===== config.mk =====
export PLATFORM = sky130hd
export DESIGN_NAME = short_run_removal_filter
export DESIGN_NICKNAME = d
export VERILOG_FILES = /design/src/sv/srrf_pkg.sv /design/src/sv/srrf_front.sv /design/src/sv/srrf_cmd_fifo.sv /design/src/sv/srrf_back.sv /design/src/sv/short_run_removal_filter.sv
export SDC_FILE = /design/constraint.sdc
export NUM_CORES = 1
export LEC_CHECK = 0
export BUFFER_PORTS_ARGS = -buffer_cell sky130_fd_sc_hd__buf_2
export CORE_ASPECT_RATIO = 1.1
export CORE_MARGIN = 2
export CORE_UTILIZATION = 60
export CTS_BUF_LIST = sky130_fd_sc_hd__clkbuf_16
export DETAILED_ROUTE_END_ITERATION = 6
export PLACE_DENSITY = 0.76
export SYNTH_ARGS = -nofsm -noshare
export SYNTH_HDL_FRONTEND = slang
export SYNTH_SLANG_ARGS = --single-unit

===== constraint.sdc =====
create_clock -name clk_i -period 4 [get_ports clk_i]
set_clock_uncertainty 0.05 [all_clocks]
set_input_delay 0.2 -clock clk_i [delete_from_list [all_inputs] [get_ports clk_i]]
set_output_delay 0.2 -clock clk_i [all_outputs]
set_load 0.005 [all_outputs]

===== src/sv/srrf_pkg.sv =====
// Shared types, constants and helpers for the short run removal filter.
package srrf_pkg;

  localparam int unsigned PIX_W       = 8;
  localparam int unsigned COL_W       = 13;
  localparam int unsigned RUN_W       = 7;
  localparam int unsigned MAX_COLUMNS = 4096;
  localparam int unsigned MAX_RUN     = 64;
  localparam int unsigned ADDR_W      = $clog2(MAX_RUN);
  localparam int unsigned CMD_DEPTH   = 4;
  localparam int unsigned CMD_PTR_W   = $clog2(CMD_DEPTH);
  localparam int unsigned CFG_IDX_W   = 2;
  localparam int unsigned CFG_DATA_W  = 13;

  localparam logic [CFG_IDX_W-1:0] REG_ROI_START = 2'd0;
  localparam logic [CFG_IDX_W-1:0] REG_ROI_END   = 2'd1;
  localparam logic [CFG_IDX_W-1:0] REG_MIN_RUN   = 2'd2;

  localparam logic [COL_W-1:0] ROI_START_RST = 13'd410;
  localparam logic [COL_W-1:0] ROI_END_RST   = 13'd460;
  localparam logic [RUN_W-1:0] MIN_RUN_RST   = 7'd10;

  typedef struct packed {
    logic [PIX_W-1:0] pixel_in;
    logic             row_last;
  } in_item_t;

  typedef struct packed {
    logic [PIX_W-1:0] pixel_out;
    logic             row_end_out;
    logic             burst_last;
  } out_item_t;

  typedef struct packed {
    logic [COL_W-1:0] roi_start;
    logic [COL_W-1:0] roi_end;
    logic [RUN_W-1:0] min_run;
  } cfg_t;

  // What precedes the current pixel in a burst.
  typedef enum logic [1:0] {
    PRE_NONE,
    PRE_ZEROS,
    PRE_REPLAY
  } pre_mode_e;

  // One command per accepted item, executed in order by the back end.
  typedef struct packed {
    logic              store_en;
    logic [ADDR_W-1:0] store_addr;
    logic [PIX_W-1:0]  store_data;
    pre_mode_e         pre_mode;
    logic [RUN_W-1:0]  pre_cnt;
    logic              pix_en;
    logic [PIX_W-1:0]  pix;
    logic              row_end;
  } cmd_t;

endpackage


===== src/sv/srrf_front.sv =====
// Front end: tracks column and run state and turns each item into one command.
module srrf_front (
  input  logic             clk_i,
  input  logic             rst_ni,
  input  srrf_pkg::cfg_t   cfg_i,
  input  logic             item_valid_i,
  input  srrf_pkg::in_item_t item_i,
  output srrf_pkg::cmd_t   cmd_o
);

  logic [srrf_pkg::COL_W-1:0] col_q, col_d;
  logic                       open_q, open_d;
  logic                       conf_q, conf_d;
  logic [srrf_pkg::RUN_W-1:0] held_q, held_d;

  logic [srrf_pkg::RUN_W-1:0] thr;
  logic                       in_win;
  logic [srrf_pkg::RUN_W-1:0] held_inc;

  always_comb begin
    // Clamp threshold to 1..MAX_RUN.
    if (cfg_i.min_run == '0) begin
      thr = srrf_pkg::RUN_W'(1);
    end else if (cfg_i.min_run > srrf_pkg::RUN_W'(srrf_pkg::MAX_RUN)) begin
      thr = srrf_pkg::RUN_W'(srrf_pkg::MAX_RUN);
    end else begin
      thr = cfg_i.min_run;
    end
    in_win = (col_q >= cfg_i.roi_start) && (col_q < cfg_i.roi_end) &&
             (col_q < srrf_pkg::COL_W'(srrf_pkg::MAX_COLUMNS));
  end

  always_comb begin
    col_d    = col_q;
    open_d   = open_q;
    conf_d   = conf_q;
    held_d   = held_q;
    held_inc = '0;

    cmd_o            = '0;
    cmd_o.pre_mode   = srrf_pkg::PRE_NONE;
    cmd_o.pix        = item_i.pixel_in;
    cmd_o.store_data = item_i.pixel_in;
    cmd_o.row_end    = item_i.row_last;

    if (in_win && (item_i.pixel_in != '0)) begin
      if (!open_q) begin
        open_d = 1'b1;
        conf_d = 1'b0;
        held_d = '0;
      end
      if (conf_d) begin
        cmd_o.pix_en = 1'b1;
      end else begin
        // Hold the pixel until the run is decided.
        held_inc         = held_d + srrf_pkg::RUN_W'(1);
        cmd_o.store_en   = 1'b1;
        cmd_o.store_addr = held_d[srrf_pkg::ADDR_W-1:0];
        held_d           = held_inc;
        if (held_inc >= thr) begin
          cmd_o.pre_mode = srrf_pkg::PRE_REPLAY;
          cmd_o.pre_cnt  = held_inc;
          held_d         = '0;
          conf_d         = 1'b1;
        end
      end
      if (item_i.row_last) begin
        if (!conf_d) begin
          cmd_o.pre_mode = srrf_pkg::PRE_ZEROS;
          cmd_o.pre_cnt  = held_d;
        end
        held_d = '0;
        open_d = 1'b0;
        conf_d = 1'b0;
      end
    end else begin
      if (open_q && !conf_q) begin
        cmd_o.pre_mode = srrf_pkg::PRE_ZEROS;
        cmd_o.pre_cnt  = held_q;
      end
      held_d       = '0;
      open_d       = 1'b0;
      conf_d       = 1'b0;
      cmd_o.pix_en = 1'b1;
    end

    if (item_i.row_last) begin
      col_d = '0;
    end else if (col_q < srrf_pkg::COL_W'(srrf_pkg::MAX_COLUMNS)) begin
      col_d = col_q + srrf_pkg::COL_W'(1);
    end
  end

  always_ff @(posedge clk_i or negedge rst_ni) begin
    if (!rst_ni) begin
      col_q  <= '0;
      open_q <= 1'b0;
      conf_q <= 1'b0;
      held_q <= '0;
    end else if (item_valid_i) begin
      col_q  <= col_d;
      open_q <= open_d;
      conf_q <= conf_d;
      held_q <= held_d;
    end
  end

endmodule


===== src/sv/srrf_cmd_fifo.sv =====
// Short command queue between front and back ends.
module srrf_cmd_fifo (
  input  logic           clk_i,
  input  logic           rst_ni,
  input  logic           push_i,
  input  srrf_pkg::cmd_t push_data_i,
  output logic           full_o,
  input  logic           pop_i,
  output logic           valid_o,
  output srrf_pkg::cmd_t head_o
);

  srrf_pkg::cmd_t                 slot_q [srrf_pkg::CMD_DEPTH];
  logic [srrf_pkg::CMD_PTR_W-1:0] wr_ptr_q, rd_ptr_q;
  logic [srrf_pkg::CMD_PTR_W:0]   cnt_q;
  logic                           do_push, do_pop;

  assign full_o  = (cnt_q == (srrf_pkg::CMD_PTR_W+1)'(srrf_pkg::CMD_DEPTH));
  assign valid_o = (cnt_q != '0);
  assign head_o  = slot_q[rd_ptr_q];
  assign do_push = push_i && !full_o;
  assign do_pop  = pop_i && valid_o;

  always_ff @(posedge clk_i) begin
    if (do_push) begin
      slot_q[wr_ptr_q] <= push_data_i;
    end
  end

  always_ff @(posedge clk_i or negedge rst_ni) begin
    if (!rst_ni) begin
      wr_ptr_q <= '0;
      rd_ptr_q <= '0;
      cnt_q    <= '0;
    end else begin
      if (do_push) begin
        wr_ptr_q <= wr_ptr_q + srrf_pkg::CMD_PTR_W'(1);
      end
      if (do_pop) begin
        rd_ptr_q <= rd_ptr_q + srrf_pkg::CMD_PTR_W'(1);
      end
      if (do_push && !do_pop) begin
        cnt_q <= cnt_q + (srrf_pkg::CMD_PTR_W+1)'(1);
      end else if (do_pop && !do_push) begin
        cnt_q <= cnt_q - (srrf_pkg::CMD_PTR_W+1)'(1);
      end
    end
  end

endmodule


===== src/sv/srrf_back.sv =====
// Back end: executes commands, owns the hold buffer and the output register.
module srrf_back (
  input  logic                clk_i,
  input  logic                rst_ni,
  input  logic                cmd_valid_i,
  input  srrf_pkg::cmd_t      cmd_i,
  output logic                cmd_pop_o,
  input  logic                pop_i,
  output logic                out_valid_o,
  output srrf_pkg::out_item_t out_item_o
);

  logic [srrf_pkg::PIX_W-1:0] hold_mem_q [srrf_pkg::MAX_RUN];
  logic [srrf_pkg::PIX_W-1:0] rd_data_q;

  srrf_pkg::cmd_t             cur_q;
  logic                       busy_q, busy_d;
  logic                       wait_q, wait_d;
  logic [srrf_pkg::RUN_W-1:0] idx_q, idx_d;
  logic [srrf_pkg::RUN_W-1:0] total;
  logic                       has_work;
  logic                       last_item;
  logic                       out_ready;
  logic                       emit;
  logic                       out_valid_q, out_valid_d;
  srrf_pkg::out_item_t        out_q, out_d;

  assign cmd_pop_o = cmd_valid_i && !busy_q;
  assign has_work  = (cmd_i.pre_cnt != '0) || cmd_i.pix_en;
  assign total     = cur_q.pre_cnt + srrf_pkg::RUN_W'(cur_q.pix_en);
  assign last_item = (idx_q == total - srrf_pkg::RUN_W'(1));
  assign out_ready = !out_valid_q || pop_i;
  // After a replay load, hold off emission so the buffer read sees the stored pixel.
  assign emit      = busy_q && !wait_q && out_ready;

  always_comb begin
    busy_d      = busy_q;
    wait_d      = 1'b0;
    idx_d       = idx_q;
    out_valid_d = out_valid_q && !pop_i;
    out_d       = out_q;

    if (cmd_pop_o) begin
      busy_d = has_work;
      wait_d = (cmd_i.pre_mode == srrf_pkg::PRE_REPLAY);
      idx_d  = '0;
    end else if (emit) begin
      idx_d       = idx_q + srrf_pkg::RUN_W'(1);
      busy_d      = !last_item;
      out_valid_d = 1'b1;
      if (idx_q < cur_q.pre_cnt) begin
        case (cur_q.pre_mode)
          srrf_pkg::PRE_REPLAY: out_d.pixel_out = rd_data_q;
          default:              out_d.pixel_out = '0;
        endcase
      end else begin
        out_d.pixel_out = cur_q.pix;
      end
      out_d.burst_last  = last_item;
      out_d.row_end_out = last_item && cur_q.row_end;
    end
  end

  // Hold buffer: one write port, one registered read port.
  always_ff @(posedge clk_i) begin
    if (cmd_pop_o && cmd_i.store_en) begin
      hold_mem_q[cmd_i.store_addr] <= cmd_i.store_data;
    end
    rd_data_q <= hold_mem_q[idx_d[srrf_pkg::ADDR_W-1:0]];
  end

  always_ff @(posedge clk_i) begin
    if (cmd_pop_o) begin
      cur_q <= cmd_i;
    end
    out_q <= out_d;
  end

  always_ff @(posedge clk_i or negedge rst_ni) begin
    if (!rst_ni) begin
      busy_q      <= 1'b0;
      wait_q      <= 1'b0;
      idx_q       <= '0;
      out_valid_q <= 1'b0;
    end else begin
      busy_q      <= busy_d;
      wait_q      <= wait_d;
      idx_q       <= idx_d;
      out_valid_q <= out_valid_d;
    end
  end

  assign out_valid_o = out_valid_q;
  assign out_item_o  = out_q;

`ifndef SYNTHESIS
  a_wait_busy : assert property (@(posedge clk_i) disable iff (!rst_ni)
    wait_q |-> busy_q)
    else $error("read wait cycle outside a burst");

  a_idx_range : assert property (@(posedge clk_i) disable iff (!rst_ni)
    (busy_q && !wait_q) |-> (idx_q < total))
    else $error("burst index past burst length");

  a_replay_cnt : assert property (@(posedge clk_i) disable iff (!rst_ni)
    (cmd_pop_o && (cmd_i.pre_mode == srrf_pkg::PRE_REPLAY)) |->
      (cmd_i.pre_cnt != '0) && cmd_i.store_en)
    else $error("replay command without stored pixels");

  a_emit_shows : assert property (@(posedge clk_i) disable iff (!rst_ni)
    emit |=> out_valid_q)
    else $error("emitted item not shown");
`endif

endmodule


===== src/sv/short_run_removal_filter.sv =====
// Top level of the short run removal filter: config registers and part wiring.
//
// Use: mask pixels enter row-major on the input queue side (push/full,
// in_item_i); row_last marks the last pixel of each row. Inside the column
// window [roi_start, roi_end) runs of nonzero pixels shorter than min_run are
// replaced by zeros; everything else passes unchanged, in stream order.
// Filtered items leave on the result queue side (empty/pop, out_item_o);
// burst_last flags the last result caused by one input pixel.
// A passing pixel goes through the command queue, the back end's command
// register and the output register. A pixel that joins an undecided run
// gives no result until the run is decided; then, after a wait for the
// buffer read, the held run is replayed at one item per cycle while the
// receiver keeps popping. The back end loads a command, then emits its
// results, and takes no new command until its last result is emitted.
// A four-entry command queue lets the front keep taking pixels while the
// back end drains a burst; full rises when that queue fills.
// Reset clears the column counter, run state and queues; registers take
// their defaults (410, 460, 10). If the receiver stops popping, the output
// register holds its item, the back end stalls, then the queue and input.
module short_run_removal_filter (
  input  logic                             clk_i,
  input  logic                             rst_ni,
  // configuration write port
  input  logic                             cfg_we_i,
  input  logic [srrf_pkg::CFG_IDX_W-1:0]   cfg_idx_i,
  input  logic [srrf_pkg::CFG_DATA_W-1:0]  cfg_data_i,
  // input queue side
  input  logic                             push,
  output logic                             full,
  input  srrf_pkg::in_item_t               in_item_i,
  // result queue side
  output logic                             empty,
  input  logic                             pop,
  output srrf_pkg::out_item_t              out_item_o
);

  srrf_pkg::cfg_t cfg_q;
  srrf_pkg::cmd_t front_cmd;
  srrf_pkg::cmd_t head_cmd;
  logic           item_acc;
  logic           cmd_full;
  logic           cmd_valid;
  logic           cmd_pop;
  logic           out_valid;

  // Write configuration; indexes past the list are dropped.
  always_ff @(posedge clk_i or negedge rst_ni) begin
    if (!rst_ni) begin
      cfg_q.roi_start <= srrf_pkg::ROI_START_RST;
      cfg_q.roi_end   <= srrf_pkg::ROI_END_RST;
      cfg_q.min_run   <= srrf_pkg::MIN_RUN_RST;
    end else if (cfg_we_i) begin
      case (cfg_idx_i)
        srrf_pkg::REG_ROI_START: cfg_q.roi_start <= cfg_data_i;
        srrf_pkg::REG_ROI_END:   cfg_q.roi_end   <= cfg_data_i;
        srrf_pkg::REG_MIN_RUN:   cfg_q.min_run   <= cfg_data_i[srrf_pkg::RUN_W-1:0];
        default: ;
      endcase
    end
  end

  // Accept a pixel whenever the command queue has room.
  assign full     = cmd_full;
  assign item_acc = push && !cmd_full;

  srrf_front u_front (
    .clk_i        (clk_i),
    .rst_ni       (rst_ni),
    .cfg_i        (cfg_q),
    .item_valid_i (item_acc),
    .item_i       (in_item_i),
    .cmd_o        (front_cmd)
  );

  srrf_cmd_fifo u_cmd_fifo (
    .clk_i       (clk_i),
    .rst_ni      (rst_ni),
    .push_i      (item_acc),
    .push_data_i (front_cmd),
    .full_o      (cmd_full),
    .pop_i       (cmd_pop),
    .valid_o     (cmd_valid),
    .head_o      (head_cmd)
  );

  srrf_back u_back (
    .clk_i       (clk_i),
    .rst_ni      (rst_ni),
    .cmd_valid_i (cmd_valid),
    .cmd_i       (head_cmd),
    .cmd_pop_o   (cmd_pop),
    .pop_i       (pop),
    .out_valid_o (out_valid),
    .out_item_o  (out_item_o)
  );

  assign empty = !out_valid;

endmodule

==> out/results.md, run 1 <==
Layout
* most frequent cells in the layout: edfxtp_1, mux4_2, nand2_1
* nets: 1882
* fill cell count: 3089
* fraction of layout cells with a size suffix above 1: 23.7%
* leading cell type in the layout, fill and taps excluded: edfxtp_1
* end-of-flow core utilization: 68.6%
* layout overhead on the synthesized area: 13.4%
* number of antenna diodes: 0

Timing
* f_max: 285 MHz
* fin crit share: 87.7%
* unrepaired setup endpoints after global routing: false
* # setup viols final: 0
* measured slew at the worst slew-check pin: 1.13 ns
* hold violation count in the final report: 0
* worst slew margin relative to its limit: 24.1%
* fin crit period: 3.51 ns
* setup TNS: 0 ns
* Pins Over Slew Limit: 0

Routing
* vias: 16012
* 1st-iter DRT viols: 1726
* Routed WL per cell: 26.0 um
* Avg Vias per Cell: 6.37
* router iterations before antenna repair: 6
* final WL: 65300 um
* Remaining DRCs: 0
* post-route antenna net violation count: 0

Synth
* number of standard cells after synthesis: 1639
* count of different cell masters after synthesis: 69
* cell area after synthesis: 29500 um^2
* post-synthesis register bit count: 725
* Synth Warn #: 0
* number of enable-type register cells in the synthesized netlist: 645
* Synth Flop Type: edfxtp_1
* average size of a mapped cell: 18.0 um^2
* Synth Net Count: 1717
* Seq/Total Area, Yosys: 72.5%
* share of async-settable or async-resettable flops after synthesis: 9.93%

Power
* net switching power of the design: 8.12 mW
* pwr dens: 748 nW/um^2
* maximum vdd drop: 0.000502 V
* Net Sw Frac: 32.5%
* Pleak: 11.5 nW
* power after layout: 25.0 mW
* Seq pwr share: 40.8%
* Logic pwr share: 33.9%
* share of total power in the clock network: 25.3%
* internal power: 16.9 mW

Worst setup path
* cell chain of the critical path: nand2_1, inv_1, ha_1, and3_1, nand3_1, xnor2_1, and2_1, ha_1, nand3_1, o31ai_1, nor2_1, nand2_1, a21oi_1, o31ai_1
* kind of launch point of the worst setup path: register
* Crit. Startpoint: u_front.held_q[0]$_DFFE_PN0P_
* source of the worst register-to-register timing path: u_front.held_q[0]$_DFFE_PN0P_
* crit path capture type: register
* endpoint required time on the critical path: 4.33 ns
* start-to-end type of the worst setup path: reg -> reg
* biggest cell delay along the critical path: 0.43 ns
* CP Data Arrival Time: 3.84 ns
* slowest cell on the critical path: o31ai_1
* critical-path maximum fanout: 6

CTS
* number of buffers on the longest clock path: 3
* root buffer cell: clkbuf_16
* CTS Buf Count: 70
* clock tree from TritonCTS: built
* clock latency at the later pin of the worst-skew pair: 0.62 ns
* post-cts repair resize count: 0
* CTS clk-pin slew, worst paths: 0.06 ns
* CTS sink count: 725
* H-tree depth: 3

Global routing
* number of global-route vias before repair: 16304
* global-route wire length before repair: 99200 um
* initial antenna violation count: 2
* gr ovfl total: 0
* Global Route Usage Sum: 26.3%
* pin count of the biggest net entering global routing: 73

Die
* number of top-level design ports: 41
* floorplan die width: 215 um
* Site Rows: 85
* vertical die dimension: 236 um
* effective utilization at floorplan: 60.5%
* Die Footprint: 50900 um^2
* core area: 48700 um^2

Placement
* post-detailed-placement half-perimeter wirelength: 41200 um
* count of input and output buffers: 40
* global placer's final weighted congestion: 0.894

Job
* max-cap check violation count: 0

Worst hold path
* Min-Delay Startpoint: cfg_idx_i[1]
* Hold Path Class: in -> reg

Outcome
* status: completed

==> flip-flops by register name, indices dropped and copies added, names as in the netlist <==
name and cells:
u_back.busy_q 1, u_back.cur_q 19, u_back.out_item_o 10, u_back.wait_q 1, u_back.idx_q 7, u_cmd_fifo.wr_ptr_q 2, u_back.out_valid_o 1, u_cmd_fifo.rd_ptr_q 2
u_back.rd_data_q 8, cfg_q 33, u_front.col_q 13, u_front.conf_q 1, u_back.hold_mem_q 512, u_front.held_q 7, u_front.open_q 1, u_cmd_fifo.cnt_q 3
u_cmd_fifo.slot_q 104
==> synthesized netlist by cell type, types with 10 or more instances <==
cell type | instances | area (um^2)
a22oi_1 | 11 | 82.6
a32oi_1 | 16 | 140
buf_2 | 10 | 50.1
a21o_1 | 18 | 135
nor2_1 | 90 | 338
dfrtp_1 | 60 | 1500
mux2_2 | 22 | 248
o21ai_0 | 30 | 150
nand3_1 | 44 | 220
and4_1 | 10 | 87.6
a21oi_1 | 47 | 235
mux4_2 | 154 | 3470
nand2_1 | 93 | 349
nor3_1 | 12 | 60.1
buf_4 | 11 | 82.6
inv_1 | 69 | 259
xnor2_1 | 20 | 175
dfstp_2 | 12 | 315
clkbuf_1 | 35 | 131
and2_1 | 21 | 131
nand4_1 | 12 | 75.1
edfxtp_1 | 645 | 19400
ha_1 | 48 | 601
==> critical path, delay by kind of cell (launching register included) <==
family / cells / cell delay [ns]
AND/OR/NAND/NOR: 7 / 1.08
AO/OA/AOI/OAI: 3 / 0.92
adder cells (fa/ha/maj): 2 / 0.58
flip-flops: 1 / 0.41
XOR/XNOR: 1 / 0.13
buffers and inverters: 1 / 0.12
==> through the flow <==
step | cell area, um^2 | hold WS (ns) | setup WS [ns] | instances
final | 33400 | 0.0514 | 0.493 | 2512
after CTS | 33400 | 0.0320 | 0.550 | 2512
after global routing | 33400 | 0.0884 | 0.145 | 2512
after detailed placement | 31000 | 0.348 | 0.559 | 2360
after global placement | 31000 | 0.341 | 0.676 | 2360
after floorplan | 29500 | -0.146 | 0.696 | 1639
==> repair_timing <==
item | 4_1_cts | 5_1_grt
buffers inserted | 0 | 0
endpoints found under the hold margin | 134 | 0
hold buffers | 24 | 0
==> layer usage <==
layer / share of wire, % / track usage (%)
met1: 37 / 33.9
met5: 0.041 / 0
met4: 4.2 / 11.5
met3: 6.8 / 4.04
met2: 52 / 44.9
==> path summary, 6_finish.rpt <==
kind,slack [ns],to,depth (start not counted)
min in group asynchronous,0.21,u_front.col_q[10]$_DFFE_PN0P_,2
max in group asynchronous,2.99,u_cmd_fifo.rd_ptr_q[0]$_DFFE_PN0P_,2
setup / recovery,0.49,u_cmd_fifo.slot_q[1][14]$_DFFE_PP_,14
setup reg to reg,0.49,u_cmd_fifo.slot_q[1][14]$_DFFE_PP_,14
hold reg to reg,0.46,cfg_q[8]$_DFFE_PN0P_,1
hold / removal,0.05,cfg_q[23]$_DFFE_PN1P_,5
==> power groups by stage <==
stage	Combinational, mW	Sequential, mW	Clock (mW)
after floorplan	5.88	10.2	0
after global placement	8.24	10.3	0
after global routing	9.04	10.3	6.69
after detailed placement	8.45	10.4	0
after CTS	8.55	10.2	6.41
final	8.47	10.2	6.32
==> logic make-up (layout without fill, tap and decap cells) <==
family,Yosys count,in the layout,share of synthesized area [%]
flip-flops,725,725,72.5
AO/OA/AOI/OAI,172,172,3.97
multiplexers,185,185,12.9
XOR/XNOR,27,27,0.828
buffers and inverters,139,360,2.03
AND/OR/NAND/NOR,342,342,5.67
adder cells (fa/ha/maj),49,49,2.11
==> cell type report <==
type / count / area, um^2 / share of cell area, %
flip-flops and latches: 725 / 21300 / 63.9
multi-input cells: 775 / 7530 / 22.5
clock buffers: 71 / 1780 / 5.32
repair buffers: 161 / 1260 / 3.77
well taps: 652 / 816 / 2.44
clock inverters: 57 / 418 / 1.25
inverters: 71 / 268 / 0.801
(Power assumes the default switching activity.)
==> run 2: changes to the inputs <==
--- a/config.mk
+++ b/config.mk
@@ -5,13 +5,13 @@
 export SDC_FILE = /design/constraint.sdc
 export NUM_CORES = 1
 export LEC_CHECK = 0
+export ABC_AREA = 1
 export BUFFER_PORTS_ARGS = -buffer_cell sky130_fd_sc_hd__buf_2
 export CORE_ASPECT_RATIO = 1.1
 export CORE_MARGIN = 2
-export CORE_UTILIZATION = 60
+export CORE_UTILIZATION = 40
 export CTS_BUF_LIST = sky130_fd_sc_hd__clkbuf_16
 export DETAILED_ROUTE_END_ITERATION = 6
-export PLACE_DENSITY = 0.76
 export SYNTH_ARGS = -nofsm -noshare
 export SYNTH_HDL_FRONTEND = slang
 export SYNTH_SLANG_ARGS = --single-unit
==> run 2 against run 1 <==
Effect of this change: non-clock buffer count grew 28; first-iteration DRC count grew 10%; sequential share of layout area shrank 6.6 points; sequential cell count is the same; synthesized area grew 9.7%; final area grew 12%; wire length grew 24%; largest power group is now combinational logic; worst hold slack gained 0.060 ns; maximum frequency grew 9.2%; register-to-register slack gained 0.30 ns.
==> out/results.md, run 2 <==
Outcome
* status: completed, unchanged

CTS
* CTS sink count: 725, unchanged
* # hold bufs at CTS: 24, unchanged
* post-CTS setup buffers: 0, unchanged
* post-cts repair resize count: 0, unchanged
* clock latency at the later pin of the worst-skew pair: 0.62 ns, about the same
* clock tree from TritonCTS: built, unchanged
* CTS clk-pin slew, worst paths: 0.06 ns, about the same
* number of buffers on the longest clock path: 3, unchanged
* H-tree depth: 3, unchanged
* CTS Buf Count: 78, was 70
* root buffer cell: clkbuf_16, unchanged

Timing
* f_max: 311 MHz, was 285 MHz
* fin crit period: 3.21 ns, was 3.51 ns
* hold violation count in the final report: 0, unchanged
* worst slew margin relative to its limit: 33.5%, was 24.1%
* measured slew at the worst slew-check pin: 0.997 ns, was 1.13 ns
* # setup viols final: 0, unchanged
* setup TNS: 0 ns, unchanged
* fin crit share: 80.3%, was 87.7%
* unrepaired setup endpoints after global routing: false, unchanged
* Pins Over Slew Limit: 0, unchanged

Layout
* nets: 3347, was 1882
* total area of multi-input combinational cells: 8390 um^2, was 7530 um^2
* leading cell type in the layout, fill and taps excluded: nand2_1, was edfxtp_1
* max reg flops: 512, unchanged
* Finished Layout Cells: 4385, was 2512
* fraction of layout cells with a size suffix above 1: 9.76%, was 23.7%
* layout overhead on the synthesized area: 15.4%, was 13.4%
* fill cell count: 7448, was 3089
* most frequent cells in the layout: nand2_1, edfxtp_1, inv_1, was edfxtp_1, mux4_2, nand2_1
* sequential cell area in the final layout: 21300 um^2, about the same
* biggest regs: u_back.hold_mem_q (512), u_cmd_fifo.slot_q (104), cfg_q (33), unchanged
* Layout Cell Area excl Fill: 37300 um^2, was 33400 um^2
* number of antenna diodes: 0, unchanged
* register name with the most flops: u_back.hold_mem_q, unchanged

Global routing
* gr ovfl total: 0, unchanged
* Global Route Usage Sum: 19.6%, was 26.3%
* global-route wire length before repair: 124000 um, was 99200 um
* pin count of the biggest net entering global routing: 166, was 73
* initial antenna violation count: 0, was 2
* number of global-route vias before repair: 21235, was 16304

Synth
* dominant cells by area after synthesis: edfxtp_1, nand2_1, nand3_1, inv_1, dfrtp_1, was edfxtp_1, mux4_2, dfrtp_1, ha_1, nand2_1
* count of different cell masters after synthesis: 42, was 69
* Seq/Total Area, Yosys: 66.1%, was 72.5%
* library cell with the largest summed area after synthesis: edfxtp_1, unchanged
* Synth Net Count: 3221, was 1717
* Synth Warn #: 0, unchanged
* Synth Flop Type: edfxtp_1, unchanged
* share of async-settable or async-resettable flops after synthesis: 9.93%, unchanged
* count leader, synth: nand2_1, was edfxtp_1
* average size of a mapped cell: 10.3 um^2, was 18.0 um^2
* number of standard cells after synthesis: 3143, was 1639
* cell types with the highest counts after synthesis: nand2_1, edfxtp_1, inv_1, was edfxtp_1, mux4_2, nand2_1
* cell area after synthesis: 32300 um^2, was 29500 um^2
* Yosys top cell area share: 60.0%, was 65.8%
* post-synthesis register bit count: 725, unchanged
* number of enable-type register cells in the synthesized netlist: 645, unchanged

Die
* number of top-level design ports: 41, unchanged
* effective utilization at floorplan: 40.3%, was 60.5%
* Die Footprint: 83100 um^2, was 50900 um^2
* floorplan die width: 275 um, was 215 um
* vertical die dimension: 302 um, was 236 um
* Site Rows: 109, was 85
* core area: 80200 um^2, was 48700 um^2

Placement
* count of input and output buffers: 40, unchanged
* count of placed standard cells including taps: 4219, was 2360
* placed inst area: 34500 um^2, was 31000 um^2
* post-detailed-placement half-perimeter wirelength: 49700 um, was 41200 um
* global placer's final weighted congestion: 0.880, was 0.894

Routing
* 1st-iter DRT viols: 1902, was 1726
* final WL: 81100 um, was 65300 um
* router iterations before antenna repair: 7, was 6
* post-route antenna net violation count: 0, unchanged
* vias: 22044, was 16012
* Remaining DRCs: 0, unchanged
* Routed WL per cell: 18.5 um, was 26.0 um
* Avg Vias per Cell: 5.03, was 6.37

Power
* share of total power in the clock network: 24.5%, was 25.3%
* pwr dens: 789 nW/um^2, was 748 nW/um^2
* Pleak: 15.7 nW, was 11.5 nW
* Net Sw Frac: 40.0%, was 32.5%
* maximum vdd drop: 0.000751 V, was 0.000502 V
* Seq pwr share: 35.5%, was 40.8%
* net switching power of the design: 11.8 mW, was 8.12 mW
* internal power: 17.7 mW, was 16.9 mW
* power after layout: 29.4 mW, was 25.0 mW
* Logic pwr share: 40.0%, was 33.9%

Worst setup path
* endpoint required time on the critical path: 4.49 ns, was 4.33 ns
* kind of launch point of the worst setup path: register, unchanged
* critical-path maximum fanout: 10, was 6
* CP Data Arrival Time: 3.70 ns, was 3.84 ns
* crit path capture type: register, unchanged
* start-to-end type of the worst setup path: reg -> reg, unchanged
* count of cells along the worst register-to-register path: 16, was 14

Worst hold path
* Hold Path Class: in -> reg, unchanged
* number of cells traversed by the worst hold path: 3, was 5

Job
* max-cap check violation count: 0, unchanged

==> run 2: cells by family after synthesis <==
group                      count (synthesis)  share of synthesized area, %
DFF                                      725                          66.1
buffers and inverters                    689                          8.44
adders and majority gates                 49                          1.92
xor gates and xnor gates                  22                         0.596
AOI/OAI and AO/OA                        194                          3.37
and+or+nand+nor                         1464                          19.6
==> run 2: cell type report <==
class | instances | area share, %
sequential | 725 | 57.2
multi-input combinational | 1729 | 22.5
inverter | 546 | 5.51
clock buffer | 81 | 5.44
timing repair buffer | 189 | 4.38
tap | 1054 | 3.54
clock inverter | 61 | 1.40
==> run 2: routing by layer <==
layer | track usage (%) | routed length (um) | up-vias | part of all wire [%]
met5 | 0 | 0 | - | 0
li1 | - | - | 10679 | -
met2 | 33.6 | 40200 | 590 | 50
met1 | 25.7 | 34300 | 10636 | 42
met3 | 2.66 | 4080 | 139 | 5.0
met4 | 6.72 | 2490 | 0 | 3.1
==> run 2: final timing paths <==
path                                            start                             to  slack [ns]
max reg2reg                u_front.open_q$_DFFE_PN0P_  u_front.held_q[5]$_DFFE_PN0P_        0.79
max in group asynchronous                      rst_ni          cfg_q[19]$_DFFE_PN0P_        3.00
max                        u_front.open_q$_DFFE_PN0P_  u_front.held_q[5]$_DFFE_PN0P_        0.79
min in group asynchronous                      rst_ni  u_front.held_q[0]$_DFFE_PN0P_        0.21
min reg2reg                     cfg_q[12]$_DFFE_PN0P_          cfg_q[12]$_DFFE_PN0P_        0.43
min                                          cfg_we_i           cfg_q[3]$_DFFE_PN1P_        0.11
==> run 2: metrics by stage <==
| step | hold slack, ns | setup WS [ns] | utilization [%] |
|---|---|---|---|
| 2_1_floorplan | -0.146 | 0.345 | - |
| 3_3_place_gp | 0.360 | 0.773 | 43.0 |
| 3_5_place_dp | 0.362 | 0.839 | 43.0 |
| 4_1_cts | 0.0848 | 0.822 | 46.5 |
| 5_1_grt | 0.159 | 0.412 | 46.5 |
| 6_report | 0.111 | 0.788 | 46.5 |
==> run 2: worst max-delay path, stage by stage (launching register included) <==
cell and delay (ns):
dfrtp_1 0.51, nand2_1 0.17, inv_1 0.14, ha_1 0.19, nand4_1 0.14, nor3_1 0.21
xnor2_1 0.23, ha_1 0.33, a21oi_1 0.12, o21ai_0 0.09, a21oi_1 0.12, nand2_1 0.11
nor2_1 0.26, inv_1 0.17, o22ai_1 0.13, nand2_1 0.06, o21ai_0 0.09
==> run 2: power groups by stage <==
stage                     Clock (mW)  Sequential, mW  Combinational (mW)
after floorplan                    0            10.6                7.11
after global placement             0            10.6                11.7
after detailed placement           0            10.6                11.8
after CTS                       7.31            10.4                11.8
after global routing            7.61            10.5                12.9
final                           7.19            10.4                11.8
